## config.mk

```make
export PLATFORM = sky130hd
export DESIGN_NAME = sorted_insertion_merge_buffer_flat
export DESIGN_NICKNAME = d
export VERILOG_FILES = /design/src/hdl/simb_pkg.sv /design/src/hdl/simb_if.sv /design/src/hdl/simb_ctrl.sv /design/src/hdl/simb_dp.sv /design/src/hdl/sorted_insertion_merge_buffer.sv /design/src/flat_wrapper.sv
export SDC_FILE = /design/constraint.sdc
export NUM_CORES = 2
export LEC_CHECK = 0
export BUFFER_PORTS_ARGS = -buffer_cell sky130_fd_sc_hd__buf_4
export CAP_MARGIN = 15
export CORE_UTILIZATION = 60
export CTS_CLUSTER_SIZE = 28
export DETAILED_ROUTE_END_ITERATION = 8
export PLACE_DENSITY = 0.74
export RECOVER_POWER = 25
export SYNTH_ARGS = -nofsm -noshare
export SYNTH_HDL_FRONTEND = slang
export SYNTH_SLANG_ARGS = --single-unit
```

## constraint.sdc

```tcl
create_clock -name i_clk -period 16.87 [get_ports i_clk]
set_clock_uncertainty 0.15 [all_clocks]
set_input_delay 2.5305 -clock i_clk [delete_from_list [all_inputs] [get_ports i_clk]]
set_output_delay 2.5305 -clock i_clk [all_outputs]
set_load 0.01 [all_outputs]
```

## src/hdl/simb_pkg.sv

```systemverilog
// ----------------------------------------------------------------------------
// simb_pkg
// Shared constants and types of the sorted insertion merge buffer.
// ----------------------------------------------------------------------------
package simb_pkg;

    // Default number of sorted slots
    localparam int SIMB_DEPTH = 32;

    // Request command codes
    localparam logic CMD_INSERT = 1'b0;
    localparam logic CMD_FLUSH  = 1'b1;

    // Controller to datapath commands
    typedef struct packed {
        logic ins;        // place the request value in sorted position
        logic pop;        // move the lowest entry to the output, shift the rest down
        logic emit_empty; // emit one empty marker item
        logic clr_flag;   // clear the sticky overflow flag
    } t_simb_cmd;

    // Datapath to controller status
    typedef struct packed {
        logic count_zero;
        logic count_one;
        logic out_free;   // output register can take an item this cycle
    } t_simb_sts;

endpackage

```

## src/hdl/simb_if.sv

```systemverilog
// ----------------------------------------------------------------------------
// simb_if
// Valid/ready channels of the sorted insertion merge buffer.
// ----------------------------------------------------------------------------
interface simb_in_if;
    logic               valid;
    logic               ready;
    logic               cmd;
    logic signed [31:0] value;

    modport source (output valid, output cmd, output value, input ready);
    modport sink   (input valid, input cmd, input value, output ready);
endinterface

interface simb_out_if;
    logic               valid;
    logic               ready;
    logic signed [31:0] value_res;
    logic               last;
    logic               empty_res;
    logic               overflowed;

    modport source (output valid, output value_res, output last, output empty_res,
                    output overflowed, input ready);
    modport sink   (input valid, input value_res, input last, input empty_res,
                    input overflowed, output ready);
endinterface

```

## src/hdl/simb_ctrl.sv

```systemverilog
// ----------------------------------------------------------------------------
// simb_ctrl
// Controller: accepts requests in idle, sequences a flush one item at a time.
// ----------------------------------------------------------------------------
module simb_ctrl
    import simb_pkg::*;
(
    input  logic      i_clk,
    input  logic      i_rst_n,
    input  logic      i_in_valid,
    input  logic      i_in_cmd,
    input  t_simb_sts i_sts,
    output logic      o_in_ready,
    output t_simb_cmd o_cmd
);

    localparam logic ST_IDLE  = 1'b0;
    localparam logic ST_FLUSH = 1'b1;

    logic r_state;
    logic n_state;

    // Next state and commands
    always_comb begin
        n_state    = r_state;
        o_in_ready = 1'b0;
        o_cmd      = '0;
        unique case (r_state)
            ST_IDLE: begin
                o_in_ready = 1'b1;
                if (i_in_valid) begin
                    if (i_in_cmd == CMD_FLUSH) begin
                        n_state = ST_FLUSH;
                    end else begin
                        o_cmd.ins = 1'b1;
                    end
                end
            end
            ST_FLUSH: begin
                if (i_sts.out_free) begin
                    if (i_sts.count_zero) begin
                        o_cmd.emit_empty = 1'b1;
                        o_cmd.clr_flag   = 1'b1;
                        n_state          = ST_IDLE;
                    end else begin
                        o_cmd.pop = 1'b1;
                        if (i_sts.count_one) begin
                            o_cmd.clr_flag = 1'b1;
                            n_state        = ST_IDLE;
                        end
                    end
                end
            end
            default: n_state = ST_IDLE;
        endcase
    end

    // State register
    always_ff @(posedge i_clk) begin
        if (!i_rst_n) begin
            r_state <= ST_IDLE;
        end else begin
            r_state <= n_state;
        end
    end

endmodule

```

## src/hdl/simb_dp.sv

```systemverilog
// ----------------------------------------------------------------------------
// simb_dp
// Datapath: row of sorted slots with parallel compare, fill count, overflow
// flag and the output register.
// ----------------------------------------------------------------------------
module simb_dp
    import simb_pkg::*;
#(
    parameter int DEPTH = SIMB_DEPTH
) (
    input  logic               i_clk,
    input  logic               i_rst_n,
    input  t_simb_cmd          i_cmd,
    input  logic signed [31:0] i_value,
    input  logic               i_out_ready,
    output t_simb_sts          o_sts,
    output logic               o_out_valid,
    output logic signed [31:0] o_value_res,
    output logic               o_last,
    output logic               o_empty_res,
    output logic               o_overflowed
);

    localparam int CW = $clog2(DEPTH + 1);

    logic signed [31:0] r_ent [DEPTH];
    logic signed [31:0] n_ent [DEPTH];
    logic [CW-1:0]      r_cnt;
    logic [CW-1:0]      n_cnt;
    logic               r_ovf;
    logic               n_ovf;
    logic [DEPTH-1:0]   take;
    logic               full;

    logic               r_ov;
    logic signed [31:0] r_ov_value;
    logic               r_ov_last;
    logic               r_ov_empty;
    logic               r_ov_ovf;

    assign full = (r_cnt == CW'(DEPTH));

    // Slots from the insert position up to the fill count take new data
    always_comb begin
        for (int i = 0; i < DEPTH; i++) begin
            take[i] = ((CW'(i) < r_cnt) && (r_ent[i] > i_value)) || (CW'(i) == r_cnt);
        end
    end

    // Next slot contents: insert shifts up, pop shifts down
    always_comb begin
        for (int i = 0; i < DEPTH; i++) begin
            n_ent[i] = r_ent[i];
        end
        if (i_cmd.ins) begin
            if (take[0]) begin
                n_ent[0] = i_value;
            end
            for (int i = 1; i < DEPTH; i++) begin
                if (take[i]) begin
                    n_ent[i] = take[i-1] ? r_ent[i-1] : i_value;
                end
            end
        end else if (i_cmd.pop) begin
            for (int i = 0; i < DEPTH - 1; i++) begin
                n_ent[i] = r_ent[i+1];
            end
        end
    end

    // Fill count and sticky overflow
    always_comb begin
        n_cnt = r_cnt;
        n_ovf = r_ovf;
        if (i_cmd.ins) begin
            if (full) begin
                n_ovf = 1'b1;
            end else begin
                n_cnt = r_cnt + CW'(1);
            end
        end else if (i_cmd.pop) begin
            n_cnt = r_cnt - CW'(1);
        end
        if (i_cmd.clr_flag) begin
            n_ovf = 1'b0;
        end
    end

    // Slot storage, no reset
    always_ff @(posedge i_clk) begin
        for (int i = 0; i < DEPTH; i++) begin
            r_ent[i] <= n_ent[i];
        end
    end

    // Control state
    always_ff @(posedge i_clk) begin
        if (!i_rst_n) begin
            r_cnt <= '0;
            r_ovf <= 1'b0;
        end else begin
            r_cnt <= n_cnt;
            r_ovf <= n_ovf;
        end
    end

    // Output register
    always_ff @(posedge i_clk) begin
        if (!i_rst_n) begin
            r_ov <= 1'b0;
        end else if (i_cmd.pop || i_cmd.emit_empty) begin
            r_ov <= 1'b1;
        end else if (i_out_ready) begin
            r_ov <= 1'b0;
        end
    end

    always_ff @(posedge i_clk) begin
        if (i_cmd.pop || i_cmd.emit_empty) begin
            r_ov_value <= i_cmd.pop ? r_ent[0] : 32'sd0;
            r_ov_last  <= i_cmd.pop ? (r_cnt == CW'(1)) : 1'b1;
            r_ov_empty <= i_cmd.emit_empty;
            r_ov_ovf   <= r_ovf;
        end
    end

    assign o_sts.count_zero = (r_cnt == '0);
    assign o_sts.count_one  = (r_cnt == CW'(1));
    assign o_sts.out_free   = !r_ov || i_out_ready;

    assign o_out_valid  = r_ov;
    assign o_value_res  = r_ov_value;
    assign o_last       = r_ov_last;
    assign o_empty_res  = r_ov_empty;
    assign o_overflowed = r_ov_ovf;

endmodule

```

## src/hdl/sorted_insertion_merge_buffer.sv

```systemverilog
// ----------------------------------------------------------------------------
// sorted_insertion_merge_buffer
// Sorted store of signed values with insert and ordered flush requests.
// ----------------------------------------------------------------------------
// Insert: all slots compare against the value at once and shift up in the same
//   cycle; while idle, a new request may follow every cycle.
// Flush: the request passes the state register, then the output register; then
//   one item per cycle unless the output stalls (the slot row shifts down into
//   the output register); the input stays busy until the last item is popped.
// Reset: fill count, overflow flag, controller and output valid clear synchronously.
module sorted_insertion_merge_buffer
    import simb_pkg::*;
#(
    parameter int DEPTH = SIMB_DEPTH
) (
    input  logic i_clk,
    input  logic i_rst_n,
    simb_in_if.sink    i_in,
    simb_out_if.source o_out
);

    t_simb_cmd cmd;
    t_simb_sts sts;

    // Sequencer
    simb_ctrl u_ctrl (
        .i_clk      (i_clk),
        .i_rst_n    (i_rst_n),
        .i_in_valid (i_in.valid),
        .i_in_cmd   (i_in.cmd),
        .i_sts      (sts),
        .o_in_ready (i_in.ready),
        .o_cmd      (cmd)
    );

    // Slot row and output stage
    simb_dp #(
        .DEPTH (DEPTH)
    ) u_dp (
        .i_clk        (i_clk),
        .i_rst_n      (i_rst_n),
        .i_cmd        (cmd),
        .i_value      (i_in.value),
        .i_out_ready  (o_out.ready),
        .o_sts        (sts),
        .o_out_valid  (o_out.valid),
        .o_value_res  (o_out.value_res),
        .o_last       (o_out.last),
        .o_empty_res  (o_out.empty_res),
        .o_overflowed (o_out.overflowed)
    );

    // A flush request blocks new requests in the following cycle
    a_flush_blocks: assert property (@(posedge i_clk) disable iff (!i_rst_n)
        (i_in.valid && i_in.ready && i_in.cmd == CMD_FLUSH) |=> !i_in.ready)
        else $error("request accepted right after a flush");

    // An empty marker is always the last item of its run
    a_empty_last: assert property (@(posedge i_clk) disable iff (!i_rst_n)
        (o_out.valid && o_out.empty_res) |-> o_out.last)
        else $error("empty marker without last");

    // An empty marker carries a zero value
    a_empty_zero: assert property (@(posedge i_clk) disable iff (!i_rst_n)
        (o_out.valid && o_out.empty_res) |-> (o_out.value_res == 32'sd0))
        else $error("empty marker with nonzero value");

    // Items leave only while a flush is in progress
    a_no_out_idle: assert property (@(posedge i_clk) disable iff (!i_rst_n)
        (cmd.pop || cmd.emit_empty) |-> !i_in.ready)
        else $error("output item produced while idle");

endmodule
```

## src/flat_wrapper.sv

```systemverilog
// flat-port wrapper written by rule: the top's interface ports become plain ports
module sorted_insertion_merge_buffer_flat import simb_pkg::*;
#(
    parameter int DEPTH = SIMB_DEPTH
)
  (i_clk, i_rst_n, i_in_valid, i_in_cmd, i_in_value, i_in_ready, o_out_valid, o_out_value_res, o_out_last, o_out_empty_res, o_out_overflowed, o_out_ready);
  simb_in_if i_in_i ();
  simb_out_if o_out_i ();
  input  logic i_clk;
  input  logic i_rst_n;
  input wire logic [$bits(i_in_i.valid)-1:0] i_in_valid;
  input wire logic [$bits(i_in_i.cmd)-1:0] i_in_cmd;
  input wire logic [$bits(i_in_i.value)-1:0] i_in_value;
  output wire logic [$bits(i_in_i.ready)-1:0] i_in_ready;
  output wire logic [$bits(o_out_i.valid)-1:0] o_out_valid;
  output wire logic [$bits(o_out_i.value_res)-1:0] o_out_value_res;
  output wire logic [$bits(o_out_i.last)-1:0] o_out_last;
  output wire logic [$bits(o_out_i.empty_res)-1:0] o_out_empty_res;
  output wire logic [$bits(o_out_i.overflowed)-1:0] o_out_overflowed;
  input wire logic [$bits(o_out_i.ready)-1:0] o_out_ready;
  assign i_in_i.valid = i_in_valid;
  assign i_in_i.cmd = i_in_cmd;
  assign i_in_i.value = i_in_value;
  assign i_in_ready = i_in_i.ready;
  assign o_out_valid = o_out_i.valid;
  assign o_out_value_res = o_out_i.value_res;
  assign o_out_last = o_out_i.last;
  assign o_out_empty_res = o_out_i.empty_res;
  assign o_out_overflowed = o_out_i.overflowed;
  assign o_out_i.ready = o_out_ready;
  sorted_insertion_merge_buffer #(.DEPTH(DEPTH)) u_core (.i_clk(i_clk), .i_rst_n(i_rst_n), .i_in(i_in_i), .o_out(o_out_i));
endmodule
```

-- Yosys cells after proc, flatten, opt, wreduce, memory -nomap -nowiden
Memory sizes are Yosys's and may differ from the RTL's.
Cells that the tools add are included.
Widths: inputs -> output; s select.
- $add $sub $neg: 2
- magnitude comparators: 64
- equality and inequality tests: 34
- multiplexer cells: 87
- bitwise operators: 2
- reductions and logical operators: 73
- operators with widths (operator ; number):
    $mux 32 ; 64
    $mux 992 ; 2
    $gt 32x32->1 ; 32
    $eq 5x6->1 const A ; 16
    $lt 5x6->1 const A ; 16
    $eq 4x6->1 const A ; 8
    $lt 4x6->1 const A ; 8
    $logic_or 1x1->1 ; 34
    $logic_and 1x1->1 ; 32
    $eq 3x6->1 const A ; 4
    $lt 3x6->1 const A ; 4
    $mux 6 ; 3
    $mux 1 ; 15
    $eq 2x6->1 const A ; 2
    $lt 1x6->1 const A ; 2
    $lt 2x6->1 const A ; 2
    $add 6x1->6 const B ; 1
    $eq 1x6->1 const A ; 1
    $eq 6x1->1 const B ; 1
    $eq 6x6->1 const B ; 1
    $logic_not 6->1 ; 1
    $mux 3 ; 2
    $sub 6x1->6 const B ; 1
    $reduce_and 2->1 ; 2
    6 further kinds ; 8
- register bits: 44
- bits in writable memories: 1024
- input port bits: 37
- output and inout bits: 37
- word-level logic and storage cells: 271
- memories kept: 1
- memories (name ; depth ; bits a word ; read ports ; clocked after memory_dff ; write ports ; RTL line ; text):
    u_core.u_dp.r_ent ; 32 ; 32 ; 32 ; 0 ; 32 ; simb_dp.sv:26 ; logic signed [31:0] r_ent [DEPTH];

-- Longest topological paths before layout
- depth after elaboration: 7
- gate-level depth with buffers: 14
- gate-level depth less buffers: 11

-- By module
From an unflattened synthesis, not the netlist that was laid out.
- cell total of the unflattened synthesis: 8175
- area, all modules: 78743.0 µm²
- modules (own cells, without submodules) (module ; times used ; cells an instance ; area each (µm²) ; sequential area each (µm²)):
    simb_dp ; 1 ; 8165 ; 78667.9 ; 31960.7
    simb_ctrl ; 1 ; 10 ; 75.1 ; 20.0

-- Worst setup path after synthesis
OpenSTA, ideal clock, no wires.
- path kind: input -> register
- start: in i_in_value[13]
- end: mem u_core.u_dp.r_ent[19][4], in the netlist u_core.u_dp.r_ent[1][100] (enable)
- library setup time: 466 ps
- arrival time: 7624 ps
- path slack: 8630 ps
- cell stages on the path: 12
- buffers on the path: 2
- path through: clkbuf_1 -> inv_1 -> ha_1 -> a21o_1 -> a21o_1 -> a21o_1 -> a2111oi_0 -> a21oi_1 -> nor3_1 -> a21oi_4 -> buf_2 -> o21ai_0
- RTL lines (item ; RTL line ; text):
    start: declaration ; flat_wrapper.sv:13 ; input wire logic [$bits(i_in_i.value)-1:0] i_in_value;
    end: declaration ; simb_dp.sv:26 ;

==> out/metrics.yaml <==
status:
  status: "complete, but fails checks"
  violations: "design-rule violations, max-capacitance violations, max-slew violations"
yosys:
  synth_nets: 8534
  yosysWarnings: 0
  yosysTopAreaCell: "edfxtp_1"
  synth_top_area_share_pct: 41.5
  netlist_instances: 7469
  synth_area_leaders: "edfxtp_1, ha_1, mux2i_1"
  syn_area_um2: 76700
  async_reset_ff_share_pct: 0
  avgSynthCellArea_um2: 10.3
  ys.flop_type: "edfxtp_1"
  ys_types: 91
  ys_seq_elements: 1068
  synth.most_common_cell: "edfxtp_1"
  ys_seq_area_share_pct: 41.7
  ys_top_cells_by_count: "edfxtp_1, ha_1, mux2i_1, nand2_1, a21oi_1"
  synth_edf_count: 1059
die:
  die-area_um2: 129000
  core_region_area_um2: 126000
  num_rows: 130
  io-pin-count: 74
  start_util_pct: 60.8
  die_w_um: 359
  fp.dieH_um: 359
route:
  drcViolationCount: 2
  drt_iter0_drc: 8820
  ant_nets: 0
  dr_total_vias: 64831
  wire_per_inst_um: 30.6
  drt-pass1-iter-count: 9
  via_per_inst: 7.12
  wl_um: 278000
sta:
  finalHoldViolCount: 0
  setup_viol: 0
  max_clock_freq_mhz: 82.5
  worst_pin_slew_ps: 7650
  min_period_ps: 12120
  grt_setup_unrepaired: "false"
  fin_tns_setup_ps: 0
  fin_ws_ps: 4750
  finalMaxSlewViolations: 1161
  slew_headroom_pct: -410
  holdWs_ps: 361
  post-route-period-util_pct: 71.8
power_and_ir_drop:
  power_mw: 10.2
  leakage_nw: 33.5
  p_sw_mw: 3.82
  p_sw_share_pct: 37.5
  pwr-share-seq_pct: 40.3
  peakVddDrop_uv: 151
  internal_power_mw: 6.37
  p_per_area_nw_per_um2: 124
  clockPowerShare_pct: 26.4
  p_comb_share_pct: 33.3
global_route:
  grt_max_degree: 204
  grt_pass1_vias: 62244
  track_usage_pct: 42.0
  antenna_found_initial: 6
  grt_pass1_wl_um: 406000
  grt_overflow: 0
place:
  place_hpwl_um: 193000
  dpl_worst_slack_ps: 8980
  portBuffers: 73
  dp_cells: 8883
  post_dp_cell_area_um2: 78700
  gp_congestion: 0.993
worst_hold_path:
  hold_path_class: "register to register"
cts:
  cts_tree: "built"
  clk_latency_ps: 770
  clock_sinks: 1068
  clk_pin_slew_worst_paths_ps: 60
  cts_max_level: 3
  ctsHoldBuffers: 0
  cts_resized: 0
  numCtsBuffers: 118
  root_buffer: "clkbuf_16"
  clockBufferDepth: 3
  post-cts-setup-buffers: 0
worst_setup_path:
  end_kind: "register"
  crit_required_ps: 17210
  worstSetupPathType: "input pin to register"
  critPathArrivalTime_ps: 12460
  worstSetupStartpointType: "input pin"
  crit_fanout: 33
final_layout:
  fin_cells: 9108
  area_delta_synth_final_pct: 7.34
  n_fill_cell: 10148
  postLayoutCoreUtil_pct: 65.2
  layout-drive-gt1-share_pct: 6.69
  fin_nets: 8419
  final_area_um2: 82300
flow_run:
  cap_violations: 24
==> flip-flops by register name, indices dropped and copies added, names as in the netlist <==
| name | flops |
|---|---|
| u_core.u_ctrl.r_state | 1 |
| u_core.u_dp.o_empty_res | 1 |
| u_core.u_dp.o_last | 1 |
| u_core.u_dp.o_out_valid | 1 |
| u_core.u_dp.o_overflowed | 1 |
| u_core.u_dp.o_value_res | 32 |
| u_core.u_dp.r_cnt | 6 |
| u_core.u_dp.r_ent | 1024 |
| u_core.u_dp.r_ovf | 1 |
==> cells by family (layout without fill, tap and decap cells) <==
kind of cell	Yosys count	count (layout)	share of synthesized area, %
AO/OA/AOI/OAI	2054	2054	15.6
XOR/XNOR	15	15	0.171
adder cells (fa/ha/maj)	1028	1028	16.8
buffers and inverters	566	551	3.19
flip-flops	1068	1068	41.7
multiplexers	915	915	12.0
other	0	4	0
AND/OR/NAND/NOR	1823	1823	10.6
==> layout make-up <==
class	count	area (µm²)	share of cell area, %
Timing Repair Buffer	229	1520	1.84
Clock inverter	79	795	0.965
Antenna cell	4	10.0	0.0122
Clock buffer	141	3100	3.77
Inverter	102	383	0.465
Sequential cell	1068	32000	38.9
Multi-Input combinational cell	5835	42500	51.6
Tap cell	1650	2060	2.51
==> routing by layer <==
layer | GRT usage [%] | routed length, µm | part of all wire [%] | vias up
li1 | - | - | - | 28177
met1 | 53.9 | 104000 | 37 | 31082
met2 | 61.7 | 117000 | 42 | 4471
met3 | 11.2 | 34500 | 12 | 1101
met4 | 29.6 | 22900 | 8.2 | 0
met5 | 0 | 0 | 0 | -
==> path summary, 6_finish.rpt <==
check | to | from | slack [ps] | depth (start not counted)
setup / recovery | u_core.u_dp.r_ent[1][379]$_DFFE_PP_ | i_in_value[2] | 4750 | 13
hold / removal | u_core.u_ctrl.r_state$_SDFF_PN0_ | u_core.u_ctrl.r_state$_SDFF_PN0_ | 360 | 2
setup reg to reg | u_core.u_dp.r_ent[0][8]$_DFFE_PP_ | u_core.u_ctrl.r_state$_SDFF_PN0_ | 6510 | 6
hold reg to reg | u_core.u_ctrl.r_state$_SDFF_PN0_ | u_core.u_ctrl.r_state$_SDFF_PN0_ | 360 | 2
==> placed cells by master, fill, tap and decap left out, types with 81 or more instances in the layout <==
cell / count
a31oi_1: 81
ha_1: 1028
clkbuf_16: 121
a21o_1: 191
edfxtp_1: 1059
a21oi_1: 754
mux2i_1: 880
nand4_1: 225
nand2_1: 793
o21ai_0: 695
nor2_1: 496
buf_4: 165
==> power by group through the flow <==
stage	clock network, mW	registers [mW]	logic [mW]
final	2.69	4.10	3.40
after global routing	2.79	4.10	3.65
after CTS	2.69	4.06	3.27
after detailed placement	0	4.11	3.26
after global placement	0	4.11	3.15
after floorplan	0	3.86	2.32
==> worst max-delay path: stages <==
cell	delay (ps)
clkbuf_1	2450
inv_1	1640
clkbuf_1	1190
ha_1	730
o211ai_1	100
a2111o_1	380
o211ai_1	180
a21oi_1	140
xnor2_1	150
o21ai_0	310
clkbuf_1	2080
mux2i_1	400
o21ai_0	110
Power figures use the tool's default switching activity.
